**config.mk**
```make
export PLATFORM = sky130hd
export DESIGN_NAME = sorted_priority_queue
export DESIGN_NICKNAME = d
export VERILOG_FILES = /design/src/rtl/spq_pkg.sv /design/src/rtl/spq_cell.sv /design/src/rtl/sorted_priority_queue.sv
export SDC_FILE = /design/constraint.sdc
export NUM_CORES = 2
export LEC_CHECK = 0
export BUFFER_PORTS_ARGS = -buffer_cell sky130_fd_sc_hd__buf_2
export CAP_MARGIN = 10
export CORE_ASPECT_RATIO = 2
export CORE_MARGIN = 2
export CORE_UTILIZATION = 35
export CTS_CLUSTER_SIZE = 20
export DETAILED_ROUTE_END_ITERATION = 8
export PLACE_DENSITY_LB_ADDON = 0.25
export SLEW_MARGIN = 20
export SYNTH_ARGS = -nofsm -noshare
export SYNTH_HDL_FRONTEND = slang
export SYNTH_HIERARCHICAL = 1
export SYNTH_SLANG_ARGS = --single-unit
```
**constraint.sdc**
```tcl
create_clock -name clock -period 11.6 [get_ports clock]
set_clock_uncertainty 0.1 [all_clocks]
set_input_delay 1.74 -clock clock [delete_from_list [all_inputs] [get_ports clock]]
set_output_delay 1.74 -clock clock [all_outputs]
set_load 0.005 [all_outputs]
```
**src/rtl/spq_pkg.sv**
```systemverilog
package spq_pkg;

   // Command codes carried on the request word.
   typedef enum logic [1:0] {
      CMD_PUSH    = 2'd0,
      CMD_POP     = 2'd1,
      CMD_DISPLAY = 2'd2,
      CMD_SIZE    = 2'd3
   } command_type;

   // Status codes carried on the response word.
   typedef enum logic [1:0] {
      ST_OK        = 2'd0,
      ST_UNDERFLOW = 2'd1,
      ST_FULL      = 2'd2,
      ST_EMPTY     = 2'd3
   } status_type;

   // Operation applied to every cell of the chain at once.
   typedef enum logic [1:0] {
      CELL_HOLD   = 2'd0,
      CELL_PUSH   = 2'd1,
      CELL_POP    = 2'd2,
      CELL_ROTATE = 2'd3
   } cell_op_type;

   typedef struct packed {
      command_type        command;
      logic signed [31:0] item_value;
      logic signed [15:0] priority_req;
   } req_word_type;

   typedef struct packed {
      status_type         status;
      logic signed [31:0] out_item;
      logic signed [15:0] out_priority;
      logic [4:0]         count;
      logic               last;
   } rsp_word_type;

   // One stored queue entry.
   typedef struct packed {
      logic signed [31:0] item;
      logic signed [15:0] prio;
   } entry_type;

   // Broadcast control shared by all cells.
   typedef struct packed {
      cell_op_type op;
      entry_type   fresh;
      entry_type   head;
   } cell_ctrl_type;

endpackage

```
**src/rtl/spq_cell.sv**
```systemverilog
module spq_cell (
   input  logic                  clock,
   input  logic                  reset,
   input  spq_pkg::cell_ctrl_type ctrl,
   input  spq_pkg::entry_type    left_entry,
   input  logic                  left_before,
   input  logic                  left_valid,
   input  spq_pkg::entry_type    right_entry,
   input  logic                  right_valid,
   output spq_pkg::entry_type    entry,
   output logic                  valid,
   output logic                  ahead
);
   import spq_pkg::*;

   entry_type entry_ff, entry_in;
   logic      valid_ff, valid_in;

   // The new entry belongs ahead of this cell's entry. Ties go behind, so
   // equal priorities keep their arrival order.
   assign ahead = !valid_ff || ($signed(ctrl.fresh.prio) < $signed(entry_ff.prio));

   // Next cell contents for the broadcast operation.
   always_comb begin
      entry_in = entry_ff;
      valid_in = valid_ff;
      unique case (ctrl.op)
         CELL_PUSH: begin
            if (ahead) begin
               // An empty cell past the tail fills only when it is the insertion
               // point or its left neighbor hands over a held entry.
               valid_in = valid_ff || left_valid || !left_before;
               entry_in = left_before ? left_entry : ctrl.fresh;
            end
         end
         CELL_POP: begin
            entry_in = right_entry;
            valid_in = right_valid;
         end
         CELL_ROTATE: begin
            // The last occupied cell takes the old head, the rest shift forward.
            if (valid_ff) begin
               entry_in = right_valid ? right_entry : ctrl.head;
            end
         end
         default: begin
         end
      endcase
   end

   always_ff @(posedge clock) begin
      if (reset) begin
         valid_ff <= 1'b0;
      end else begin
         valid_ff <= valid_in;
      end
   end

   always_ff @(posedge clock) begin
      entry_ff <= entry_in;
   end

   assign entry = entry_ff;
   assign valid = valid_ff;

endmodule

```
**src/rtl/sorted_priority_queue.sv**
```systemverilog
// Channel  Direction  Ports                          Word
// request  in         req_valid, req_stall, req_word command, item, priority
// response out        rsp_valid, rsp_stall, rsp_word status, item, priority, count, last
//
// Push and pop shift the chain of cells in a single step; size leaves it as it is.
// Display gives one word per stored entry; the chain rotates once per word.
// The output register is the only stage between the chain and the response side.
// Reset clears the count, the display state, the cell valid bits and the output valid; no sweep.
// The request side is held while a response word is stalled or a display runs.
module sorted_priority_queue #(
   parameter int CAPACITY = 16
) (
   input  logic                 clock,
   input  logic                 reset,
   input  logic                 req_valid,
   output logic                 req_stall,
   input  spq_pkg::req_word_type req_word,
   output logic                 rsp_valid,
   input  logic                 rsp_stall,
   output spq_pkg::rsp_word_type rsp_word
);
   import spq_pkg::*;

   localparam int CW = $clog2(CAPACITY + 1);

   logic [CW-1:0] cnt_ff, cnt_in;
   logic [CW-1:0] rem_ff, rem_in;
   logic          disp_ff, disp_in;
   logic          rsp_valid_ff, rsp_valid_in;
   rsp_word_type  rsp_word_ff, rsp_word_in;
   cell_ctrl_type ctrl;

   entry_type cell_ent [CAPACITY];
   logic      cell_val [CAPACITY];
   logic      cell_bef [CAPACITY];
   entry_type left_ent [CAPACITY];
   logic      left_bef [CAPACITY];
   logic      left_val [CAPACITY];
   entry_type right_ent [CAPACITY];
   logic      right_val [CAPACITY];

   logic req_fire, out_free, full, empty;

   // Handshake on both channels.
   assign out_free  = !rsp_valid_ff || !rsp_stall;
   assign req_stall = disp_ff || !out_free;
   assign req_fire  = req_valid && !req_stall;
   assign full      = (cnt_ff == CW'(CAPACITY));
   assign empty     = (cnt_ff == '0);

   // Command decode, chain control and response word.
   always_comb begin
      cnt_in          = cnt_ff;
      rem_in          = rem_ff;
      disp_in         = disp_ff;
      rsp_valid_in    = rsp_valid_ff && rsp_stall;
      rsp_word_in     = rsp_word_ff;
      ctrl.op         = CELL_HOLD;
      ctrl.fresh.item = req_word.item_value;
      ctrl.fresh.prio = req_word.priority_req;
      ctrl.head       = cell_ent[0];

      if (disp_ff && out_free) begin
         // Next display word comes from the head, then the chain rotates.
         ctrl.op                  = CELL_ROTATE;
         rsp_valid_in             = 1'b1;
         rsp_word_in.status       = ST_OK;
         rsp_word_in.out_item     = cell_ent[0].item;
         rsp_word_in.out_priority = cell_ent[0].prio;
         rsp_word_in.count        = 5'(cnt_ff);
         rsp_word_in.last         = (rem_ff == CW'(1));
         rem_in                   = rem_ff - CW'(1);
         disp_in                  = (rem_ff != CW'(1));
      end else if (req_fire) begin
         rsp_valid_in             = 1'b1;
         rsp_word_in.status       = ST_OK;
         rsp_word_in.out_item     = '0;
         rsp_word_in.out_priority = '0;
         rsp_word_in.last         = 1'b1;
         unique case (req_word.command)
            CMD_PUSH: begin
               if (full) begin
                  rsp_word_in.status = ST_FULL;
               end else begin
                  ctrl.op = CELL_PUSH;
                  cnt_in  = cnt_ff + CW'(1);
               end
            end
            CMD_POP: begin
               if (empty) begin
                  rsp_word_in.status = ST_UNDERFLOW;
               end else begin
                  ctrl.op                  = CELL_POP;
                  cnt_in                   = cnt_ff - CW'(1);
                  rsp_word_in.out_item     = cell_ent[0].item;
                  rsp_word_in.out_priority = cell_ent[0].prio;
               end
            end
            CMD_DISPLAY: begin
               if (empty) begin
                  rsp_word_in.status = ST_EMPTY;
               end else begin
                  ctrl.op                  = CELL_ROTATE;
                  rsp_word_in.out_item     = cell_ent[0].item;
                  rsp_word_in.out_priority = cell_ent[0].prio;
                  rsp_word_in.last         = (cnt_ff == CW'(1));
                  rem_in                   = cnt_ff - CW'(1);
                  disp_in                  = (cnt_ff != CW'(1));
               end
            end
            default: begin
            end
         endcase
         rsp_word_in.count = 5'(cnt_in);
      end
   end

   always_ff @(posedge clock) begin
      if (reset) begin
         cnt_ff       <= '0;
         rem_ff       <= '0;
         disp_ff      <= 1'b0;
         rsp_valid_ff <= 1'b0;
      end else begin
         cnt_ff       <= cnt_in;
         rem_ff       <= rem_in;
         disp_ff      <= disp_in;
         rsp_valid_ff <= rsp_valid_in;
      end
   end

   always_ff @(posedge clock) begin
      rsp_word_ff <= rsp_word_in;
   end

   assign rsp_valid = rsp_valid_ff;
   assign rsp_word  = rsp_word_ff;

   // Chain of cells, head at index zero.
   for (genvar i = 0; i < CAPACITY; i++) begin : g_cell
      if (i == 0) begin : g_first
         assign left_ent[i] = '0;
         assign left_bef[i] = 1'b0;
         assign left_val[i] = 1'b0;
      end else begin : g_mid
         assign left_ent[i] = cell_ent[i-1];
         assign left_bef[i] = cell_bef[i-1];
         assign left_val[i] = cell_val[i-1];
      end
      if (i == CAPACITY - 1) begin : g_tail
         assign right_ent[i] = '0;
         assign right_val[i] = 1'b0;
      end else begin : g_body
         assign right_ent[i] = cell_ent[i+1];
         assign right_val[i] = cell_val[i+1];
      end

      spq_cell u_cell (
         .clock       (clock),
         .reset       (reset),
         .ctrl        (ctrl),
         .left_entry  (left_ent[i]),
         .left_before (left_bef[i]),
         .left_valid  (left_val[i]),
         .right_entry (right_ent[i]),
         .right_valid (right_val[i]),
         .entry       (cell_ent[i]),
         .valid       (cell_val[i]),
         .ahead       (cell_bef[i])
      );
   end

endmodule
```
### After elaboration in Yosys (flattened, before gate mapping)

Index checks and enable logic that the tools add are counted.

| operators by class | value |
|---|---|
| add/sub/neg operators | 3 |
| order comparisons | 16 |
| equality and inequality tests | 43 |
| muxes and demuxes | 139 |
| bitwise logic cells | 1 |
| reduce and logical (&&, ||, !) cells | 127 |

Operator list:

| cell | number |
|---|---|
| 48-bit 2-to-1 mux | 64 |
| 48-bit one-hot mux with 3 select lines | 16 |
| 16-bit less-than comparator | 16 |
| 54-bit 2-to-1 mux | 2 |
| 2-bit by 1-bit != test with 1-bit output, second input constant | 33 |
| 1-bit logical OR | 48 |
| 3-bit AND reduction | 16 |
| 1-bit logical NOT | 35 |
| 2-bit AND reduction | 17 |
| 1-bit one-hot mux with 2 select lines | 16 |
| 5-bit 2-to-1 mux | 6 |
| 1-bit 2-to-1 mux | 26 |
| 2-bit 2-to-1 mux | 6 |
| 2-bit one-hot mux with 3 select lines | 2 |
| 5-bit by 1-bit == test with 1-bit output, second input constant | 2 |
| 5-bit by 1-bit != test with 1-bit output, second input constant | 2 |
| 5-bit one-hot mux with 2 select lines | 1 |
| 5-bit by 1-bit subtractor with 5-bit output, second input constant | 2 |
| 2-bit == test, second input constant | 3 |
| 2-bit nonzero test | 3 |
| 5-bit by 1-bit adder with 5-bit output, second input constant | 1 |
| 5-bit == test, second input constant | 1 |
| 5-bit logical NOT | 1 |
| 2-bit by 1-bit == test with 1-bit output, second input constant | 2 |
| other kinds (6) | 8 |

| storage, ports and cells | value |
|---|---|
| bits in registers | 852 |
| bits of input ports | 54 |
| output and inout port bits | 58 |

### Longest topological paths before layout

| logic depth | value |
|---|---|
| word-level depth | 11 |
| mapped depth | 14 |
| depth with buffers taken out | 12 |

### Modules after synthesis

Netlist, hierarchy kept.

Modules (own cells, without submodules):

| module | times used | cells each | area each (µm²) | sequential area each (µm²) |
|---|---|---|---|---|
| spq_cell at g_cell[15].u_cell ... | 10 | 339 | 3778.6 | 1461.4 |
| spq_cell at g_cell[0].u_cell ... | 5 | 347 | 3822.4 | 1461.4 |
| spq_cell at g_cell[10].u_cell | 1 | 339 | 3802.4 | 1461.4 |
| sorted_priority_queue | 1 | 264 | 3176.8 | 1901.8 |

### Worst setup path before layout

Ideal clock, no wire load.

| timing path | value |
|---|---|
| kind | input to register |
| from | in req_word[48] in the netlist's numbering |
| to | reg g_cell[11].u_cell.entry_ff, in the netlist g_cell[11].u_cell/entry[0], enable pin |
| setup time | 526 ps |
| arrival time | 10125 ps |
| setup slack | 849 ps |
| stages | 11 |
| path buffers | 3 |
| path through | inv_1 ha_1 clkbuf_1 and2_1 a21oi_1 o31ai_1 ha_1 clkbuf_1 clkbuf_1 a21oi_1 a211oi_1 |

RTL lines:

| what | RTL line | text |
|---|---|---|
| start: declaration | sorted_priority_queue.sv:17 | `input spq_pkg::req_word_type req_word,` |
| end signal: assignment | spq_cell.sv:60 | `entry_ff <= entry_in;` |
| end: declaration | spq_cell.sv:16 | `entry_type entry_ff, entry_in;` |

==> out/summary.txt <==
Critical path capture point type -> flop
Depth of the CTS H-tree -> 3
I/O pin count -> 112
HP Start -> rsp_word[55]$_SDFFE_PP0P_
Critical path depth -> 13
Final worst path period need -> 6160 ps
Worst r2r src -> cnt_ff[0]$_SDFFE_PP0P_
Util after Layout -> 38.8%
Top delay family on crit path -> buffers and inverters
Final slew viol count -> 0
GPL Wtd Cong -> 0.890
Final Instance Count excl. Fillers -> 8168
Clock Path Buffers -> 3
Die ar. -> 186000 um2
Initial DRC Count -> 4491
Antenna Nets Post-Route -> 0
Outcome -> finished clean
CP bufs+invs -> 5
PwrDens -> 144 nW/um2
Placed Instances -> 8001
WP data arrival -> 6500 ps
Final Hold Viols -> 0
Worst R2R End -> g_cell[14].u_cell/entry[32]$_DFFE_PP_
Core box area -> 181000 um2
Largest net degree at the start of global routing -> 57
CP Cell Sequence -> buf_2 > inv_1 > ha_1 > and2_1 > a21oi_1 > o31ai_4 > buf_4 > ha_2 > buf_4 > or2_2 > buf_4 > nor2_1 > a221o_1
Maxcap violations -> 0
CTS tree -> yes
CP max stage cell -> or2_2
Reg2Reg Depth -> 13
First-pass DRT Iterations -> 5
Die height -> 608 um
Drt drc -> 0
GRT overflow -> 0
Max_slew headroom -> 13.2%
Worst-path fanout max -> 34
Cell repeated most along the worst path -> buf_4
Hold Path Cell Cnt -> 2
Post-CTS resize count -> 0
Post-Syn Instances -> 5727
Area Overhead vs Synth -> 10.1%
Skew-Pair Late Insertion Delay -> 710 ps
Fin nets -> 6106
Tightest Pin Transition -> 1300 ps
Flop2flop setup slack -> 5790 ps
Synth Warn # -> 6
Leakage -> 31.1 nW
I/O Buffers -> 111
First-pass GRT wire length -> 385 mm
Crit path launch -> req_word[48]
Hold-fix buffers, CTS -> 0
# setup viols final -> 0
Fraction of layout cells with a size suffix above 1 -> 21.8%
Antenna violations before repair -> 8
Setup repair bufs after CTS -> 0
Final HPWL DP -> 177 mm
Crit path to -> g_cell[14].u_cell/entry[32]$_DFFE_PP_
Total CTS buffers -> 89
Global Route Usage Sum -> 28.1%
Number of global-route vias before repair -> 53300
WL final -> 271 mm
RSZ-0062 raised after global routing -> no
Initial Util -> 35.2%
Syn Std Cell Area -> 63900 um2
Critical path class -> primary input to flop
Clock root buffer master -> clkbuf_16
Worst path max stage delay -> 770 ps
Critical Path Start Type -> primary input
Via density -> 6.41
Worst vdd ir -> 0.0999 mV
Fmax -> 162 MHz
Sink Count -> 852
Via count -> 52300
Clock slew at reported path FFs -> 60 ps
WP data required -> 11950 ps
Syn Area/Cell -> 11.2 um2
DIE WIDTH -> 306 um
Rows -> 221
Hold Path Class -> flop to flop
WL/cell -> 33.1 um
Period utilization -> 53.1%
TNS Setup -> 0 ps
worst min-delay path, delay by kind of cell, from the launching register on:
kind | cells | cell delay [ps]
flops | 1 | 310
compound gates | 1 | 60
simple gates | 1 | 60
placed cells by master (no fill, tap or decap), drive strengths merged, types with 114 or more instances in the layout:
| cell | count |
|---|---|
| edfxtp | 822 |
| nor2 | 812 |
| a221o | 773 |
| mux2i | 771 |
| mux2 | 768 |
| inv | 309 |
| ha | 298 |
| buf | 251 |
| conb | 150 |
| clkbuf | 114 |
routing by layer:
| metal | share of wire, % | GRT usage [%] |
|---|---|---|
| met5 | 0.0041 | 0 |
| met4 | 11 | 25.4 |
| met3 | 4.8 | 2.73 |
| met2 | 52 | 51.4 |
| met1 | 33 | 27.9 |
worst min path at each step:
| stage | endpoint |
|---|---|
| detailed placement | rsp_word[55]$_SDFFE_PP0P_ |
| CTS | rsp_word[55]$_SDFFE_PP0P_ |
| finish | rsp_word[55]$_SDFFE_PP0P_ |
| floorplan | rsp_word[55]$_SDFFE_PP0P_ |
| global route | rsp_word[55]$_SDFFE_PP0P_ |
| global placement | rsp_word[55]$_SDFFE_PP0P_ |
final cells by class:
class / instances / area [um2]
Inverter: 304 / 1140
Fill cell: 17800 / 111000
Clock inverter: 44 / 324
Tap cell: 2341 / 2930
Clock buffer: 114 / 2340
Timing Repair Buffer: 251 / 1670
Multi-Input combinational cell: 4256 / 36600
Antenna cell: 6 / 15.0
Sequential cell: 852 / 25300
metrics by stage:
stage          power (mW)  area (um2)  worst slack [ps]  hold WS [ps]
3_5_place_dp         7.23       67500              4730           363
4_1_cts              10.1       70200              5460           379
6_report             10.1       70300              5440           384
2_1_floorplan        6.09       64400               849           361
5_1_grt              10.5       70300              5420           411
3_3_place_gp         7.17       67500              4730           364
flip-flops by register name, indices dropped and copies added (netlist names):
name                 count
cnt_ff                   5
disp_ff                  1
g_cell.u_cell/entry    768
g_cell.u_cell/valid     16
rem_ff                   5
rsp_valid                1
rsp_word                56
power by group:
part,total (mW),switching (mW),internal (mW)
clock,2.91,1.41,1.50
sequential,4.58,0.560,4.02
combinational,2.66,1.58,1.09
total,10.1,3.55,6.60
(Power assumes the default switching activity.)
